File: src/hw/rtl/stq_pkg.sv
// Shared types and constants for the sorted timer queue.
package stq_pkg;

   localparam int ID_W = 4;
   localparam int DUE_W = 64;
   localparam int PER_W = 32;
   localparam logic [13:0] PERIOD_SCALE = 14'd10000;

   typedef enum logic [1:0] {
      MODE_TICK   = 2'd0,
      MODE_SET    = 2'd1,
      MODE_CANCEL = 2'd2,
      MODE_NONE   = 2'd3
   } mode_type;

   typedef enum logic [1:0] {
      KIND_ACK    = 2'd0,
      KIND_EXPIRE = 2'd1,
      KIND_TICK   = 2'd2
   } kind_type;

   typedef enum logic [1:0] {
      CELL_HOLD,
      CELL_REMOVE,
      CELL_INSERT
   } cell_op_type;

   typedef enum logic [2:0] {
      ST_IDLE,
      ST_ADD,
      ST_CHECK,
      ST_MUL,
      ST_REARM,
      ST_INSERT,
      ST_REMOVE,
      ST_ACK
   } state_type;

   typedef struct packed {
      logic              valid;
      logic [ID_W-1:0]   id;
      logic [DUE_W-1:0]  due;
      logic [PER_W-1:0]  period;
      logic              notify;
   } entry_type;

   typedef struct packed {
      cell_op_type     op;
      logic [ID_W-1:0] key_id;
      entry_type       ent;
   } cell_cmd_type;

endpackage

File: src/hw/rtl/stq_cell.sv
// One queue position: holds one armed timer and shifts with its neighbors.
module stq_cell (
   input  logic                 clock,
   input  logic                 reset,
   input  stq_pkg::cell_cmd_type cmd,
   input  stq_pkg::entry_type   left_ent,
   input  stq_pkg::entry_type   right_ent,
   input  logic                 gt_in,
   output logic                 gt_out,
   input  logic                 mt_in,
   output logic                 mt_out,
   output stq_pkg::entry_type   ent_q
);

   stq_pkg::entry_type ent_ff;
   stq_pkg::entry_type ent_in;

   // empty position counts as later than any due time
   assign gt_out = !ent_ff.valid || (ent_ff.due > cmd.ent.due);
   assign mt_out = mt_in || (ent_ff.valid && (ent_ff.id == cmd.key_id));
   assign ent_q  = ent_ff;

   always_comb begin
      ent_in = ent_ff;
      case (cmd.op)
         stq_pkg::CELL_REMOVE: begin
            if (mt_out) ent_in = right_ent;
         end
         stq_pkg::CELL_INSERT: begin
            if (gt_in) ent_in = left_ent;
            else if (gt_out) ent_in = cmd.ent;
         end
         default: ent_in = ent_ff;
      endcase
   end

   always_ff @(posedge clock) begin
      if (reset) begin
         ent_ff.valid <= 1'b0;
      end else begin
         ent_ff <= ent_in;
      end
   end

endmodule

File: config.mk
export PLATFORM = sky130hd
export DESIGN_NAME = stq_cell
export DESIGN_NICKNAME = d
export VERILOG_FILES = /design/src/hw/rtl/stq_pkg.sv /design/src/hw/rtl/stq_cell.sv
export SDC_FILE = /design/constraint.sdc
export NUM_CORES = 1
export LEC_CHECK = 0
export ABC_AREA = 1
export BUFFER_PORTS_ARGS = -buffer_cell sky130_fd_sc_hd__buf_4
export CAP_MARGIN = 15
export CELL_PAD_IN_SITES_DETAIL_PLACEMENT = 2
export CELL_PAD_IN_SITES_GLOBAL_PLACEMENT = 2
export CORE_ASPECT_RATIO = 0.7
export CORE_MARGIN = 2
export CORE_UTILIZATION = 20
export CTS_CLUSTER_DIAMETER = 40
export DETAILED_ROUTE_END_ITERATION = 10
export PLACE_DENSITY = 0.81
export SYNTH_ARGS = -nofsm -noshare
export SYNTH_HDL_FRONTEND = slang
export SYNTH_SLANG_ARGS = --single-unit
File: constraint.sdc
create_clock -name clock -period 7.8 [get_ports clock]
set_clock_uncertainty 0.1 [all_clocks]
set_input_delay 2.34 -clock clock [delete_from_list [all_inputs] [get_ports clock]]
set_output_delay 2.34 -clock clock [all_outputs]
set_load 0.01 [all_outputs]
After elaboration in Yosys (flattened, before gate mapping)
Cells that the tools add are included.
{"block": "classes", "n_lt_le_gt_ge": 1, "n_eq_ne": 5, "muxes": 4, "bitwise_logic": 1, "n_reduce_logical": 7}
{"op": "$mux 102", "n": 3}
{"op": "$pmux 102 s2", "n": 1}
{"op": "$gt 64x64->1", "n": 1}
{"op": "$eq 4x4->1", "n": 1}
{"op": "$reduce_and 4->1", "n": 1}
{"op": "$ne 3x3->1 const B", "n": 1}
{"op": "$reduce_and 3->1", "n": 1}
{"op": "$eq 2x1->1 const B", "n": 1}
{"op": "$eq 2x2->1 const B", "n": 1}
{"op": "$logic_or 1x1->1", "n": 2}
{"op": "$ne 2x2->1 const B", "n": 1}
{"op": "$reduce_bool 2->1", "n": 1}
{"op": "$logic_and 1x1->1", "n": 1}
{"op": "$logic_not 1->1", "n": 1}
{"op": "$not 1->1", "n": 1}
{"block": "totals", "ff_bits": 102, "in_bits": 316, "out_inout_bits": 104, "wordCells": 23}

Longest topological paths before layout
{"block": "depth", "ltp_word": 5, "depth_mapped": 20, "depth_no_buf": 20}

Worst setup path after synthesis
OpenSTA, ideal clock, no wires.
{"block": "synth_path", "kind": "input -> register", "startpoint": "input cmd[88] (netlist name)", "endpoint": "register ent_ff, in the netlist ent_q[0] (enable)", "setup_ns": 0.564, "arrival_ns": 7.689, "required_time_ns": 7.136, "path_slack_ns": -0.553, "path_stages": 12, "n_path_buf": 0, "path_cell_list": "inv_1 -> ha_1 -> nand2_2 -> nor4_2 -> nand2_1 -> nor2_2 -> nand2_1 -> nand2_1 -> nand2_1 -> nand3_2 -> nand2_1 -> nor2_1"}
{"block": "synth_via", "elab_chain_len": 4}
{"item": "start: declaration", "line": "stq_cell.sv:5", "source": "input stq_pkg::cell_cmd_type cmd,"}
{"item": "$gt 64x64->1", "line": "stq_cell.sv:19", "source": "assign gt_out = !ent_ff.valid || (ent_ff.due > cmd.ent.due);"}
{"item": "$logic_or 1x1->1", "line": "stq_cell.sv:19"}
{"item": "$ne 3x3->1 (no source line)"}
{"item": "$reduce_and 4->1 (no source line)"}
{"item": "end signal: assignment", "line": "stq_cell.sv:41", "source": "ent_ff <= ent_in;"}
{"item": "end: declaration", "line": "stq_cell.sv:15", "source": "stq_pkg::entry_type ent_ff;"}
Every way passes these cells.
A chain may end at the register's enable or synchronous reset.

Worst setup path after layout
{"block": "layout_path", "startpoint": "input cmd[64] (netlist name)", "endpoint": "output gt_out"}
{"block": "layout_via", "elab_chain_len": 2}
{"item": "$gt 64x64->1", "line": "stq_cell.sv:19"}
{"item": "$logic_or 1x1->1", "line": "stq_cell.sv:19"}
{"item": "end: declaration", "line": "stq_cell.sv:9", "source": "output logic gt_out,"}
Every way passes these cells.

==> flow_metrics.py <==
metrics = {
    "yosys": {
        "ys_ff_latch": 102,
        "yosysTopAreaCell": "edfxtp_1",
        "synth_cells": 860,
        "syn_area_per_cell_sq_um": 8.01,
        "synth_top_area_share_pct": 44.0,
        "postSynth.asyncResetShare_pct": 0,
        "synth_ff_type": "edfxtp_1",
        "synth_most_common_cell": "nand2_1",
        "synthTopCellsByArea": "edfxtp_1, ha_1, o21ai_0, nand2_1, nor2_1",
        "ys_warn_count": 0,
        "seq_area_frac_synth_pct": 44.3,
        "postSynthNetCount": 1242,
        "ys_types": 27,
        "synth.cell_area_sq_um": 6890,
        "synth-edff-count": 101,
        "yosys-top-cells-count": "nand2_1, o21ai_0, nor2_1",
    },
    "placed_design": {
        "portBuffers": 419,
        "gp_congestion": 0.801,
        "hpwl_mm": 26.8,
    },
    "setup_path": {
        "path_buf_inv": 3,
        "path_cells": "buf_4 -> inv_1 -> ha_1 -> nand2_1 -> nor2_1 -> nand2_1 -> nor2_1 -> nand2_1 -> nand2_1 -> nand2_1 -> nand2_1 -> nand2_1 -> nand2_1 -> buf_4",
        "slowest_delay_ps": 350,
        "required_ps": 5360,
        "critical_path_arrival_ps": 4190,
        "cp-start-kind": "input pin",
        "crit_top_cell": "nand2_1",
        "crit_slowest_cell": "nor2_1",
        "worstSetupPathType": "input pin to output pin",
        "end_kind": "output pin",
        "worstPathMaxFanout": 2,
        "path_delay_family": "simple AND/OR/NAND/NOR gates",
    },
    "sta": {
        "hold_viol_final": 0,
        "fin_crit_ps": 6630,
        "tns_ps": 0,
        "finalSetupViolCount": 0,
        "slew_headroom_pct": 45.1,
        "finalCritPeriodShare_pct": 85.0,
        "fmaxAchievable_ghz": 0.151,
        "max_slew.worst_pin.slew_ps": 823,
        "rsz0062_at_grt": "false",
        "slew_violations": 0,
    },
    "cells_and_area": {
        "largest_reg_flops": 102,
        "drive_gt1_share_pct": 36.3,
        "diodes": 0,
        "area_growth_pct": 57.4,
        "final_nets": 1636,
        "fillers": 3925,
    },
    "power": {
        "power_frac_clock_pct": 30.1,
        "power_leakage_nw": 5.16,
        "p_total_mw": 1.56,
        "p_int_mw": 1.08,
        "pwr-share-comb_pct": 27.1,
        "sw_frac_of_total_pct": 30.8,
        "net-switching-power_mw": 0.481,
        "seqPwrFrac_pct": 42.8,
        "ir_drop_v": 0.0000905,
        "power_per_cell_area_nw_per_um2": 144,
    },
    "run_status": {
        "status": "finished clean",
    },
    "clocking": {
        "cts_max_path_buffers": 2,
        "numCtsBuffers": 9,
        "cts-root-buf": "clkbuf_16",
        "clkTransAtPathRegs_ps": 90,
        "htree_levels": 3,
        "postCtsSetupBuffers": 0,
        "cts-resized-gates": 0,
        "hold_buffers": 0,
        "cts_tree": "done",
        "clk_latency_ps": 380,
        "cts_sinks": 102,
    },
    "global_routing": {
        "grt_pass1_wl_mm": 51.3,
        "antenna_found_initial": 0,
        "grt_pass1_vias": 8677,
        "track_usage_pct": 18.9,
        "gr-total-overflow": 0,
        "grt_max_degree": 73,
    },
    "floorplanning": {
        "start_util_pct": 20.4,
        "rows": 56,
        "die_x_um": 226,
        "core_sq_um": 33700,
        "die-area_sq_um": 36000,
        "die_y_um": 159,
        "ios": 420,
    },
    "routing": {
        "routed_wl_mm": 34.0,
        "dr.pass1.iters": 4,
        "drt_iter0_markers": 231,
        "routedWlPerCell_um": 19.7,
        "drt_drc_violations_left": 0,
        "antenna_left": 0,
        "vias": 7589,
        "drt-vias-per-instance": 4.40,
    },
    "run": {
        "max_cap_viol_count": 0,
    },
    "min_path": {
        "min_path_type": "flip-flop to flip-flop",
    },
}
## placed cells by master (no fill, tap or decap), types with 3 or more instances in the layout
cell type  count
o21ai_1       45
nand4_1        6
inv_2          4
ha_1          65
nand3_1        8
edfxtp_1     101
buf_4        424
nand2_1      171
o21ai_0      165
inv_1         80
nor2_1       121
buf_12         3
a21oi_1       29
clkbuf_16      9
## layer usage
layer | vias to the layer above | share of wire (%) | track usage (%)
met5 | - | 0 | 0
met4 | 0 | 1.8 | 4.64
met3 | 34 | 7.4 | 6.18
met2 | 241 | 49 | 32.7
met1 | 3630 | 42 | 22.4
li1 | 3684 | - | -
## final timing paths
check / slack (ps) / end / cells after the start / start
setup / recovery: 1170 / gt_out / 14 / cmd[64]
hold / removal: 640 / ent_q[101] / 4 / ent_q[101]
setup reg to reg: 4670 / ent_q[48] / 14 / ent_q[64]
hold reg to reg: 640 / ent_q[101] / 4 / ent_q[101]
## per-stage QoR
stage                     hold slack (ps)  setup slack [ps]  cell area (sq um)  cells  util (%)
after floorplan                       519              1190               6890    860         -
after global placement                616              1190              10500   1706      31.3
after CTS                             650              1100              10800   1722      32.1
after detailed placement              636              1110              10500   1706      31.3
final                                 640              1170              10800   1723      32.2
after global routing                  685               761              10800   1723      32.2
## worst min-delay path, stage by stage (launching register included)
cell and delay, ps:
dfxtp_1 430, nor2_1 140, nor2_1 40, nand2_1 60, inv_1 30
## power by group through the flow
| stage | Clock, mW | Combinational (mW) | Sequential, mW |
|---|---|---|---|
| after CTS | 0.497 | 0.432 | 0.670 |
| after floorplan | 0 | 0.156 | 0.695 |
| final | 0.470 | 0.424 | 0.669 |
| after global routing | 0.512 | 0.476 | 0.672 |
| after detailed placement | 0 | 0.430 | 0.682 |
| after global placement | 0 | 0.415 | 0.680 |
## cell families after synthesis
kind of cell,Yosys count,synth area share (%)
compound gates,244,17.9
flops,102,44.3
fa+ha+maj,66,12.0
simple gates,315,18.1
xor+xnor,3,0.382
buf+inv,130,7.30
## layout make-up
type                       instances  area, sq um  share of cell area, %
multi-input combinational        628         3350                   30.9
timing repair buffer             427         3240                   29.9
sequential                       102         3050                   28.2
tap                              464          581                   5.36
inverter                          86          327                   3.01
clock buffer                       9          225                   2.08
clock inverter                     7         57.6                  0.531
Power figures use the tool's default switching activity.
